## src/rtl/rss_pkg.sv

```systemverilog
// ----------------------------------------------------------------------------
// Running sample statistics package
// Item types and fixed field widths shared by the front, back and top level.
// ----------------------------------------------------------------------------
`default_nettype none

package rss_pkg;

  localparam int unsigned InSampleW = 16;
  localparam int unsigned OutCountW = 24;
  localparam int unsigned OutMeanW  = 24;
  localparam int unsigned OutSdW    = 24;

  // Internal statistics widths.
  localparam int unsigned SampleBits = 16;
  localparam int unsigned CountBits  = 24;
  localparam int unsigned SumW       = SampleBits + CountBits;
  localparam int unsigned SqW        = 2 * SampleBits + CountBits;
  localparam int unsigned SnapW      = CountBits + 2 * SampleBits + SumW + SqW + 1;

  // Operation codes of an input item.
  typedef enum logic {
    OP_ADD   = 1'b0,
    OP_CLEAR = 1'b1
  } op_e;

  typedef struct packed {
    op_e                          op;
    logic signed [InSampleW-1:0]  sample;
  } in_item_t;

  typedef struct packed {
    logic [OutCountW-1:0]         sample_count;
    logic signed [InSampleW-1:0]  minimum;
    logic signed [InSampleW-1:0]  maximum;
    logic signed [OutMeanW-1:0]   mean;
    logic [OutSdW-1:0]            std_dev;
    logic                         full_res;
  } out_item_t;

  // Back-end sequencer states.
  typedef enum logic [2:0] {
    ST_IDLE,
    ST_MUL,
    ST_MDIV,
    ST_SDIV,
    ST_SQRT,
    ST_OUT
  } bk_state_e;

endpackage

`default_nettype wire

```

## src/rtl/rss_front.sv

```systemverilog
// ----------------------------------------------------------------------------
// Running sample statistics front end
// Accepts items, updates count, extremes, sum and sum of squares, and passes
// a snapshot of the statistics to the back end through a two-entry queue.
// ----------------------------------------------------------------------------
`default_nettype none

module rss_front
  import rss_pkg::*;
(
  input  wire              clk_i,
  input  wire              rst_ni,
  input  wire              in_valid_i,
  output logic             in_ready_o,
  input  wire in_item_t    in_item_i,
  output logic             snap_valid_o,
  input  wire              snap_ready_i,
  output logic [SnapW-1:0] snap_o
);

  localparam int unsigned QDepth = 2;

  logic [CountBits-1:0]          count_q, count_d;
  logic signed [SampleBits-1:0]  min_q, min_d, max_q, max_d, s;
  logic signed [SumW-1:0]        sum_q, sum_d;
  logic [SqW-1:0]                sumsq_q, sumsq_d;
  logic                          full;
  logic [2*SampleBits-1:0]       sq;

  logic [SnapW-1:0] queue_q [QDepth];
  logic             wr_ptr_q, rd_ptr_q;
  logic [1:0]       fill_q;
  logic             push, pop;

  assign in_ready_o   = (fill_q != 2'(QDepth));
  assign push         = in_valid_i && in_ready_o;
  assign snap_valid_o = (fill_q != 2'd0);
  assign pop          = snap_valid_o && snap_ready_i;
  assign snap_o       = queue_q[rd_ptr_q];

  // Statistics update for one item.
  always_comb begin
    s        = in_item_i.sample[SampleBits-1:0];
    sq       = (2*SampleBits)'($signed(s) * $signed(s));
    full     = 1'b0;
    count_d  = count_q;
    min_d    = min_q;
    max_d    = max_q;
    sum_d    = sum_q;
    sumsq_d  = sumsq_q;
    if (in_item_i.op == OP_CLEAR) begin
      count_d = '0;
      min_d   = {1'b0, {(SampleBits-1){1'b1}}};
      max_d   = {1'b1, {(SampleBits-1){1'b0}}};
      sum_d   = '0;
      sumsq_d = '0;
    end else if (&count_q) begin
      full = 1'b1;
    end else begin
      count_d = count_q + 1'b1;
      if (s < min_q) min_d = s;
      if (s > max_q) max_d = s;
      sum_d   = sum_q + SumW'(s);
      sumsq_d = sumsq_q + SqW'(sq);
    end
  end

  always_ff @(posedge clk_i or negedge rst_ni) begin
    if (!rst_ni) begin
      count_q  <= '0;
      min_q    <= {1'b0, {(SampleBits-1){1'b1}}};
      max_q    <= {1'b1, {(SampleBits-1){1'b0}}};
      sum_q    <= '0;
      sumsq_q  <= '0;
      wr_ptr_q <= 1'b0;
      rd_ptr_q <= 1'b0;
      fill_q   <= '0;
    end else begin
      if (push) begin
        count_q  <= count_d;
        min_q    <= min_d;
        max_q    <= max_d;
        sum_q    <= sum_d;
        sumsq_q  <= sumsq_d;
        wr_ptr_q <= ~wr_ptr_q;
      end
      if (pop) rd_ptr_q <= ~rd_ptr_q;
      fill_q <= fill_q + {1'b0, push} - {1'b0, pop};
    end
  end

  // Snapshot queue storage.
  always_ff @(posedge clk_i) begin
    if (push) queue_q[wr_ptr_q] <= {count_d, min_d, max_d, sum_d, sumsq_d, full};
  end

endmodule

`default_nettype wire

```

## config.mk

```make
export PLATFORM = sky130hd
export DESIGN_NAME = rss_front
export DESIGN_NICKNAME = d
export VERILOG_FILES = /design/src/rtl/rss_pkg.sv /design/src/rtl/rss_front.sv
export SDC_FILE = /design/constraint.sdc
export NUM_CORES = 1
export LEC_CHECK = 0
export ABC_AREA = 1
export BUFFER_PORTS_ARGS = -buffer_cell sky130_fd_sc_hd__buf_2
export CELL_PAD_IN_SITES_DETAIL_PLACEMENT = 1
export CELL_PAD_IN_SITES_GLOBAL_PLACEMENT = 2
export CORE_ASPECT_RATIO = 1.5
export CORE_UTILIZATION = 35
export DETAILED_ROUTE_END_ITERATION = 6
export GPL_ROUTABILITY_DRIVEN = 0
export GPL_TIMING_DRIVEN = 0
export PLACE_DENSITY_LB_ADDON = 0.1
export SYNTH_ARGS = -nofsm -noshare
export SYNTH_HDL_FRONTEND = slang
export SYNTH_SLANG_ARGS = --single-unit
```

## constraint.sdc

```tcl
create_clock -name clk_i -period 19.4 [get_ports clk_i]
set_clock_uncertainty 0.1 [all_clocks]
set_input_delay 3.88 -clock clk_i [delete_from_list [all_inputs] [get_ports clk_i]]
set_output_delay 3.88 -clock clk_i [all_outputs]
set_load 0.01 [all_outputs]
```

==> results.json <==
{
  "min_delay_path_depth": 2,
  "wl_per_cell_um": 22.8,
  "rr_startpoint": "fill_q[1]$_DFF_PN0_",
  "grt_pass1_vias": 33500,
  "status": "completed",
  "end_kind": "flop",
  "dpl.hpwl_mm": 115,
  "seq_area_um2": 13100,
  "syn_inst": 4526,
  "fp.dieH_um": 395,
  "netlist_top_cells_area": "edfxtp_1, nand2_1, fa_1",
  "totalNegativeSetupSlack_ns": 0,
  "yosysTopAreaCell": "edfxtp_1",
  "endpoint": "queue_q[0][54]$_DFFE_PP_",
  "viasPerCell": 5.08,
  "synth.most_common_cell": "nand2_1",
  "reg2reg_depth": 8,
  "tightest_slew_ns": 1.29,
  "slowest_delay_ns": 0.59,
  "drive_gt1_frac": 0.0754,
  "io_buffer_count": 175,
  "finalMaxSlewViolations": 0,
  "synthTopCellsByCount": "nand2_1, inv_1, edfxtp_1",
  "route.detailed.drc": 0,
  "multiInputGateArea_um2": 19400,
  "grt_pass1_wl_mm": 210,
  "startpoint_type": "input port",
  "reg2reg_slack_ns": 15.42,
  "slew_headroom": 0.140,
  "post-route-period-util": 0.704,
  "holdCritPathClass": "reg2reg",
  "grt_setup_unrepaired": "false",
  "cts_max_level": 2,
  "syn_area_per_cell_um2": 7.96,
  "nets": 5213,
  "cts.sink_count": 462,
  "grt_overflow": 0,
  "firstDrtPassIters": 6,
  "finalCriticalPeriod_ns": 13.65,
  "drt.antenna.violating_nets": 0,
  "use_met1": 0.307,
  "use_met2": 0.522,
  "num_rows": 143,
  "grt-busiest-layer": "met2",
  "grt_max_degree": 84,
  "post_cts_buffers": 0,
  "synth_area_um2": 36000,
  "post_cts_resized": 0,
  "die_x_um": 264,
  "cp_common_cell": "nand2_1",
  "synth-main-ff-cell": "edfxtp_1",
  "synth.distinct_cells": 55,
  "r2r-end": "queue_q[0][6]$_DFFE_PP_",
  "synth-edff-count": 306,
  "clkSlewWorstSetupHoldPaths_ns": 0.06,
  "clk_path_buf_depth": 3,
  "syn-num-nets": 4976,
  "ys_seq_area_frac": 0.364,
  "critical_path_class": "in2reg",
  "vias": 31000,
  "ys_seq_elements": 462,
  "required_ns": 19.72,
  "clk_latency_ns": 0.65,
  "fill_cells": 12400,
  "cts_hold_buf": 0,
  "start_util": 0.355,
  "cts_tree": "yes",
  "synthArstFlopShare": 0.338,
  "area_growth_pct": 12.4,
  "hp-start": "max_q[2]$_DFFE_PN0P_",
  "max_freq_mhz": 73.2,
  "critPathLaunch": "in_item_i[15]",
  "cap_violations": 0,
  "cts_root_buffer": "clkbuf_16",
  "antenna_found_initial": 6,
  "cts_buffers": 49,
  "drt_wl_total_mm": 139,
  "ys_warn_count": 0,
  "core_area_um2": 102000,
  "globalRouteTotalUtil": 0.271,
  "slowest_stage": "buf_2",
  "die_area_um2": 104000,
  "crit_path_max_fanout": 27,
  "setup-violations-final": 0,
  "synth_top_area_frac": 0.255,
  "io_pins": 176,
  "finalHoldViolations": 0,
  "drtIter0Drc": 1401,
  "cp.arrival_ns": 13.97,
  "grtUsageMet3": 0.0200
}
area by class of cell:
| class | count | area share |
|---|---|---|
| multi-input combinational | 3150 | 0.480 |
| sequential | 462 | 0.324 |
| inverter | 765 | 0.0709 |
| tap | 1305 | 0.0403 |
| clock buffer | 60 | 0.0325 |
| timing repair buffer | 186 | 0.0275 |
| buffer | 149 | 0.0157 |
| clock inverter | 30 | 0.00942 |
| antenna | 1 | 0.0000618 |
cells by family after synthesis:
logic type      after synthesis  share of synthesized area
flops                       462                      0.364
compound gates              401                     0.0637
buf+inv                     914                     0.0973
xor+xnor                     70                     0.0170
simple gates               2250                      0.260
fa+ha+maj                   429                      0.199
cell usage in the layout (no fill, tap or decap), types with 15 or more instances in the layout:
cell type,count
a21o_1,17
a21oi_1,143
a31oi_1,33
and3_1,36
buf_1,15
buf_2,186
clkbuf_1,118
clkbuf_16,49
dfrtp_1,140
dfstp_2,16
edfxtp_1,306
fa_1,239
ha_1,190
inv_1,757
nand2_1,1579
nand3_1,193
nand3b_1,22
nand4_1,99
nor2_1,238
nor3_1,29
o21ai_0,153
xnor2_1,34
xor2_1,36
through the flow:
| stage | cell area, um2 | std cells | util | worst slack [ns] | hold slack, ns |
|---|---|---|---|---|---|
| after floorplan | 36000 | 4526 | - | 7.88 | 0.349 |
| after global placement | 38600 | 6006 | 0.379 | 1.94 | 0.363 |
| after detailed placement | 38800 | 6017 | 0.382 | 5.03 | 0.367 |
| after CTS | 40500 | 6107 | 0.399 | 5.67 | 0.382 |
| after global routing | 40500 | 6107 | 0.399 | 5.22 | 0.394 |
| final | 40500 | 6108 | 0.399 | 5.75 | 0.378 |
registers in the layout (all words and copies together), names as in the netlist:
| name | count |
|---|---|
| count_q | 24 |
| fill_q | 2 |
| max_q | 16 |
| min_q | 16 |
| queue_q | 306 |
| rd_ptr_q | 1 |
| sum_q | 40 |
| sumsq_q | 56 |
| wr_ptr_q | 1 |
worst min path at each step:
stage	endpoint	slack, ns
floorplan	max_q[10]$_DFFE_PN0P_	0.35
global placement	max_q[4]$_DFFE_PN0P_	0.36
detailed placement	max_q[2]$_DFFE_PN0P_	0.37
CTS	min_q[14]$_DFFE_PN1P_	0.38
global route	min_q[14]$_DFFE_PN1P_	0.39
finish	max_q[2]$_DFFE_PN0P_	0.38
critical path: cells and delay by family:
kind,cells,cell delay [ns]
buffers and inverters,9,2.31
AOI/OAI and AO/OA,2,0.33
adders and majority gates,8,3.90
xor gates and xnor gates,1,0.40
and+or+nand+nor,16,3.08
layer usage:
layer / up-vias / part of all wire
li1: 14800 / -
met1: 15500 / 0.39
met2: 503 / 0.54
met3: 195 / 0.025
met4: 2 / 0.041
met5: - / 0.000093
Power is not shown: default switching activity piles up to over one toggle a cycle in this logic, so the estimate is an artifact.
