**src/rtl/rss_pkg.sv**
```systemverilog
// ----------------------------------------------------------------------------
// Running sample statistics package
// Item types and fixed field widths shared by the front, back and top level.
// ----------------------------------------------------------------------------
`default_nettype none

package rss_pkg;

  localparam int unsigned InSampleW = 16;
  localparam int unsigned OutCountW = 24;
  localparam int unsigned OutMeanW  = 24;
  localparam int unsigned OutSdW    = 24;

  // Internal statistics widths.
  localparam int unsigned SampleBits = 16;
  localparam int unsigned CountBits  = 24;
  localparam int unsigned SumW       = SampleBits + CountBits;
  localparam int unsigned SqW        = 2 * SampleBits + CountBits;
  localparam int unsigned SnapW      = CountBits + 2 * SampleBits + SumW + SqW + 1;

  // Operation codes of an input item.
  typedef enum logic {
    OP_ADD   = 1'b0,
    OP_CLEAR = 1'b1
  } op_e;

  typedef struct packed {
    op_e                          op;
    logic signed [InSampleW-1:0]  sample;
  } in_item_t;

  typedef struct packed {
    logic [OutCountW-1:0]         sample_count;
    logic signed [InSampleW-1:0]  minimum;
    logic signed [InSampleW-1:0]  maximum;
    logic signed [OutMeanW-1:0]   mean;
    logic [OutSdW-1:0]            std_dev;
    logic                         full_res;
  } out_item_t;

  // Back-end sequencer states.
  typedef enum logic [2:0] {
    ST_IDLE,
    ST_MUL,
    ST_MDIV,
    ST_SDIV,
    ST_SQRT,
    ST_OUT
  } bk_state_e;

endpackage

`default_nettype wire

```
**src/rtl/rss_back.sv**
```systemverilog
// ----------------------------------------------------------------------------
// Running sample statistics back end
// Computes mean and standard deviation of one snapshot with a shared
// bit-serial divider and a bit-serial square root, then holds the result.
// The wide products for the variance build up by shift and add while the
// mean is divided.
// ----------------------------------------------------------------------------
`default_nettype none

module rss_back
  import rss_pkg::*;
(
  input  wire              clk_i,
  input  wire              rst_ni,
  input  wire              snap_valid_i,
  output logic             snap_ready_o,
  input  wire [SnapW-1:0]  snap_i,
  output logic             out_valid_o,
  input  wire              out_ready_i,
  output out_item_t        out_item_o
);

  // Widths: mean quotient, variance dividend (with 16 fraction bits).
  localparam int unsigned MW   = 2 * CountBits;            // n*(n-1)
  localparam int unsigned DW   = SqW + CountBits + 16;     // scaled M2*n
  localparam int unsigned MNW  = SumW + 8;                 // |sum|*256
  localparam int unsigned RW   = DW / 2 + 1;               // root width
  localparam int unsigned CntW = $clog2(DW + 1);
  localparam int unsigned DivW = (DW > MNW) ? DW : MNW;
  localparam int unsigned P1W  = SqW + CountBits;          // n*sumsq
  localparam int unsigned P2W  = 2 * SumW;                 // sum^2

  logic [CountBits-1:0]          n_q;
  logic signed [SampleBits-1:0]  mn_q, mx_q;
  logic signed [SumW-1:0]        sum_q;
  logic [SqW-1:0]                sumsq_q;
  logic                          full_q, neg_q;
  logic [SumW-1:0]               mag_q;

  bk_state_e state_q, state_d;
  logic [CntW-1:0] cnt_q;

  // Shared divider: numerator shifts out into remainder, quotient in.
  logic [DivW-1:0] num_q;
  logic [MW:0]     rem_q;
  logic [MW-1:0]   den_q;
  logic [MW:0]     rem_sh, rem_sub;
  logic            take;

  logic [MW-1:0]   m_q;
  logic [P1W-1:0]  p1_q, mc1_q;
  logic [CountBits-1:0] mb1_q;
  logic [P2W-1:0]  p2_q, mc2_q;
  logic [MNW-1:0]  mean_mag_q;

  // Square root: restoring digit recurrence on the variance word.
  logic [DW-1:0]   x_q;
  logic [RW+1:0]   srem_q, srem_sh, strial;
  logic [RW-1:0]   root_q;

  out_item_t res_q;
  logic      res_v_q;

  assign snap_ready_o = (state_q == ST_IDLE);
  assign out_valid_o  = res_v_q;
  assign out_item_o   = res_q;

  assign rem_sh  = {rem_q[MW-1:0], num_q[DivW-1]};
  assign rem_sub = rem_sh - {1'b0, den_q};
  assign take    = !rem_sub[MW];

  assign srem_sh = {srem_q[RW-1:0], x_q[DW-1:DW-2]};
  assign strial  = srem_sh - {root_q, 2'b01};

  // Next state.
  always_comb begin
    state_d = state_q;
    case (state_q)
      ST_IDLE: if (snap_valid_i) state_d = ST_MUL;
      ST_MUL:  if (cnt_q == CntW'(1)) state_d = ST_MDIV;
      ST_MDIV: if (cnt_q == '0) state_d = ST_SDIV;
      ST_SDIV: if (cnt_q == '0) state_d = ST_SQRT;
      ST_SQRT: if (cnt_q == '0) state_d = ST_OUT;
      ST_OUT:  if (!res_v_q || out_ready_i) state_d = ST_IDLE;
      default: state_d = ST_IDLE;
    endcase
  end

  always_ff @(posedge clk_i or negedge rst_ni) begin
    if (!rst_ni) begin
      state_q <= ST_IDLE;
      res_v_q <= 1'b0;
      cnt_q   <= '0;
    end else begin
      state_q <= state_d;
      res_v_q <= (state_q == ST_OUT && state_d == ST_IDLE) ? 1'b1
                                                           : (res_v_q && !out_ready_i);
      case (state_q)
        ST_IDLE: cnt_q <= CntW'(2);
        ST_MUL:  cnt_q <= (cnt_q == CntW'(1)) ? CntW'(MNW - 1) : cnt_q - 1'b1;
        ST_MDIV: cnt_q <= (cnt_q == '0) ? CntW'(DW - 1) : cnt_q - 1'b1;
        ST_SDIV: cnt_q <= (cnt_q == '0) ? CntW'(DW / 2 - 1) : cnt_q - 1'b1;
        ST_SQRT: cnt_q <= cnt_q - 1'b1;
        default: cnt_q <= cnt_q;
      endcase
    end
  end

  // Datapath: one step of the active unit each cycle.
  always_ff @(posedge clk_i) begin
    case (state_q)
      ST_IDLE: begin
        {n_q, mn_q, mx_q, sum_q, sumsq_q, full_q} <= snap_i;
      end
      ST_MUL: begin
        if (cnt_q == CntW'(2)) begin
          neg_q <= sum_q[SumW-1];
          mag_q <= sum_q[SumW-1] ? SumW'(-sum_q) : SumW'(sum_q);
          m_q   <= MW'(n_q) * MW'(n_q - 1'b1);
        end else begin
          p1_q  <= '0;
          p2_q  <= '0;
          mc1_q <= P1W'(sumsq_q);
          mb1_q <= n_q;
          mc2_q <= P2W'(mag_q);
          num_q <= DivW'({mag_q, 8'd0}) << (DivW - MNW);
          rem_q <= '0;
          den_q <= MW'(n_q);
        end
      end
      ST_MDIV: begin
        // Mean quotient bits, with the two variance products alongside.
        mean_mag_q <= {mean_mag_q[MNW-2:0], take};
        if (mb1_q[0]) p1_q <= p1_q + mc1_q;
        if (mag_q[0]) p2_q <= p2_q + mc2_q;
        mc1_q <= mc1_q << 1;
        mb1_q <= mb1_q >> 1;
        mc2_q <= mc2_q << 1;
        mag_q <= mag_q >> 1;
        if (cnt_q == '0) begin
          num_q <= DivW'(DW'(p1_q - P1W'(p2_q)) << 16) << (DivW - DW);
          rem_q <= '0;
          den_q <= m_q;
        end else begin
          rem_q <= take ? rem_sub : rem_sh;
          num_q <= num_q << 1;
        end
      end
      ST_SDIV: begin
        // Quotient bits collect in x_q; low 16 dividend bits are zero.
        rem_q <= take ? rem_sub : rem_sh;
        num_q <= num_q << 1;
        x_q   <= {x_q[DW-2:0], take};
        if (cnt_q == '0) begin
          srem_q <= '0;
          root_q <= '0;
        end
      end
      ST_SQRT: begin
        x_q <= x_q << 2;
        if (!strial[RW+1]) begin
          srem_q <= strial;
          root_q <= {root_q[RW-2:0], 1'b1};
        end else begin
          srem_q <= srem_sh;
          root_q <= {root_q[RW-2:0], 1'b0};
        end
      end
      ST_OUT: begin
        if (!res_v_q || out_ready_i) begin
          res_q.sample_count <= n_q;
          res_q.minimum  <= mn_q;
          res_q.maximum  <= mx_q;
          res_q.full_res <= full_q;
          if (n_q == '0) res_q.mean <= '0;
          else if (mean_mag_q > MNW'(neg_q ? 24'h800000 : 24'h7FFFFF))
            res_q.mean <= neg_q ? 24'h800000 : 24'h7FFFFF;
          else res_q.mean <= neg_q ? OutMeanW'(-mean_mag_q) : OutMeanW'(mean_mag_q);
          if (n_q < CountBits'(2)) res_q.std_dev <= '0;
          else if ((root_q >> OutSdW) != 0) res_q.std_dev <= '1;
          else res_q.std_dev <= OutSdW'(root_q);
        end
      end
      default: ;
    endcase
  end

endmodule

`default_nettype wire

```
**config.mk**
```make
export PLATFORM = sky130hd
export DESIGN_NAME = rss_back
export DESIGN_NICKNAME = d
export VERILOG_FILES = /design/src/rtl/rss_pkg.sv /design/src/rtl/rss_back.sv
export SDC_FILE = /design/constraint.sdc
export NUM_CORES = 2
export LEC_CHECK = 0
export ABC_AREA = 1
export BUFFER_PORTS_ARGS = -buffer_cell sky130_fd_sc_hd__buf_2
export CAP_MARGIN = 30
export CORE_MARGIN = 2
export CORE_UTILIZATION = 30
export CTS_CLUSTER_SIZE = 28
export DETAILED_ROUTE_END_ITERATION = 7
export PLACE_DENSITY = 0.43
export SYNTH_ARGS = -nofsm -noshare
export SYNTH_HDL_FRONTEND = slang
export SYNTH_SLANG_ARGS = --single-unit
```
**constraint.sdc**
```tcl
create_clock -name clk_i -period 24.4 [get_ports clk_i]
set_clock_uncertainty 0.1 [all_clocks]
set_input_delay 2.44 -clock clk_i [delete_from_list [all_inputs] [get_ports clk_i]]
set_output_delay 2.44 -clock clk_i [all_outputs]
set_load 0.005 [all_outputs]
```
==> impl_results.md <==
- FFs w/ async S/R, synth: 0.983%
- Largest net degree at the start of global routing: 179
- Gr usage total: 24.3%
- Core area: 312000 µm²
- CTS root buffer: clkbuf_16
- Global-route wire length before repair: 568000 µm
- Fin Setup TNS: 0 ns
- Post-CTS Setup Inserts: 0
- EDFF count, synth: 1108
- Relative slew slack: 30.4%
- Wire per inst: 23.2 µm
- Main synth FF type: edfxtp_1
- Number of global-route vias before repair: 82600
- Outcome: completed
- Worst skew pair latency: 0.89 ns
- Critical path's slowest cell: clkinv_1
- Crit Path Max Fanout: 18
- Min-Delay Path Depth: 0
- Gates resized, CTS repair: 0
- CTS H-tree lvls: 4
- Synth warn: 0
- Final instance area: 105000 µm²
- Max Cap Viol: 0
- Final hold vios: 0
- FMAX: 93.3 MHz
- Cell Area, Placed: 100000 µm²
- Cells after Synth: 12400
- Nature of the critical path startpoint: flip-flop
- Final ANT Viol Nets: 0
- Pins over their slew limit: 0
- Crit path time final: 10.72 ns
- Row count: 205
- Final setup viols: 0
- Count leader, synth: nand2_1
- Initial DRC count: 7240
- Sequential fraction of the synthesis area: 35.7%
- Critical path arrival: 11.18 ns
- # port buffers: 263
- RSZ-0062 raised after global routing: no
- Clock buffer depth: 4
- Initial Util: 30.1%
- CTS Buf Count: 148
- Worst R2R Path Depth: 32
- Die W: 563 µm
- Overflow after GRT: 0
- Worst Path Required: 24.85 ns
- Worst-path clk slew: 0.06 ns
- Nets@finish: 13900
- CP endpoint kind: flip-flop
- DRT Pass-1 Iters: 6
- Min-Delay Path Class: flip-flop to flip-flop
- Synth Cell Area: 93900 µm²
- Detail Placement HPWL: 318000 µm
- Vias: 82900
- Non-filler cells, final: 16900
- Commonest cells in the netlist: 3629 x nand2_1, 2224 x inv_1, 1670 x nor2_1
- Area Growth Syn to Fin: 11.8%
- Top post-synthesis cells by area: edfxtp_1 35%, nand2_1 15%, fa_1 11%, inv_1 8.9%, ha_1 7.8%
- Initial antenna violation count: 20
- I/O pin count: 264
- Most common cell on crit path: inv_1
- Vias per cell: 4.90
- CTS Sinks: 1119
- Max stage delay on crit path: 0.81 ns
- FF+latch count, synth: 1119
- Placed cells: 16600
- Gpl congestion: 0.997
- Full die area: 317000 µm²
- Critical path class: flip-flop to flip-flop
- Post-Syn Area per Cell: 7.56 µm²
- Area share of the largest cell type after synthesis: 35.4%
- Drt total wl: 392000 µm
- Layout cells sized above 1: 5.11%
- Syn Nets: 13700
- Slew @ Worst Pin: 1.04 ns
- Die H: 563 µm
- Synth area leader: edfxtp_1
- Drc violations: 0
- Synth cell types: 53
- Hold buffers post-CTS: 0
- Util after Layout: 33.7%
- Crit share post-route: 43.9%
- TritonCTS clock tree: built
layout by cell type, fill, tap and decap left out, types with 83 or more instances in the layout:
| cell | Yosys | final |
|---|---|---|
| a21oi_1 | 761 | 761 |
| buf_2 | 32 | 264 |
| clkbuf_16 | 0 | 149 |
| edfxtp_1 | 1108 | 1108 |
| fa_1 | 507 | 507 |
| ha_1 | 586 | 586 |
| inv_1 | 2224 | 2219 |
| nand2_1 | 3629 | 3626 |
| nand3_1 | 376 | 376 |
| nand4_1 | 120 | 120 |
| nor2_1 | 1670 | 1663 |
| nor3_1 | 84 | 83 |
| o21ai_0 | 567 | 567 |
| xor2_1 | 99 | 99 |
metrics by stage:
stage	setup slack, ns	hold slack [ns]
floorplan	13.41	0.300
global placement	13.95	0.300
detailed placement	13.86	0.305
CTS	13.80	0.248
global route	13.51	0.251
finish	13.68	0.239
kinds of logic (layout without fill, tap and decap cells):
| logic type | count (synthesis) | after routing | synth area share [%] |
|---|---|---|---|
| buffers and inverters | 2516 | 2864 | 10.2 |
| adder cells (fa/ha/maj) | 1093 | 1093 | 18.6 |
| AND/OR/NAND/NOR | 5997 | 5997 | 25.3 |
| XOR/XNOR | 153 | 153 | 1.43 |
| flip-flops | 1119 | 1119 | 35.7 |
| AO/OA/AOI/OAI | 1541 | 1541 | 8.68 |
| other | 0 | 9 | 0 |
state kept, by name, indices dropped and copies added, names as in the netlist, 56 cells and up:
name,count
mc1_q,80
mc2_q,80
num_q,80
out_item_o,105
p1_q,80
p2_q,80
sumsq_q,56
x_q,96
cell type report:
cell class,instances,area [µm²]
flip-flops and latches,1119,33500
fillers,33500,207000
multi-input cells,8784,50900
diodes,9,22.5
inverters,2248,8460
repair buffers,356,2230
clock buffers,173,3820
well taps,4140,5180
clock inverters,87,868
final timing paths:
path | startpoint | endpoint | slack (ns)
setup / recovery | n_q[1] | m_q[42] | 13.68
hold / removal | mn_q[6] | out_item_o[71] | 0.24
setup reg to reg | n_q[1] | m_q[42] | 13.68
hold reg to reg | mn_q[6] | out_item_o[71] | 0.24
max in group asynchronous | rst_ni | cnt_q[2] | 22.53
min in group asynchronous | rst_ni | out_valid_o | 1.39
worst max-delay path: cells and delay by family, from the launching register on:
kind / cells / cell delay (ns)
flops: 1 / 0.36
xor+xnor: 1 / 0.07
simple gates: 12 / 3.46
buf+inv: 10 / 2.14
fa+ha+maj: 9 / 4.28
per-layer routing:
metal	GRT usage [%]	up-vias	routed length, µm
met3	2.57	413	21500
met2	39.1	2469	176000
met1	34.6	40400	184000
li1	-	39700	-
met5	0	-	0
met4	6.25	0	10400
Power is left out: the tool's default activity adds up to more than one toggle a clock period on the data nets, which glitch-free logic cannot reach.
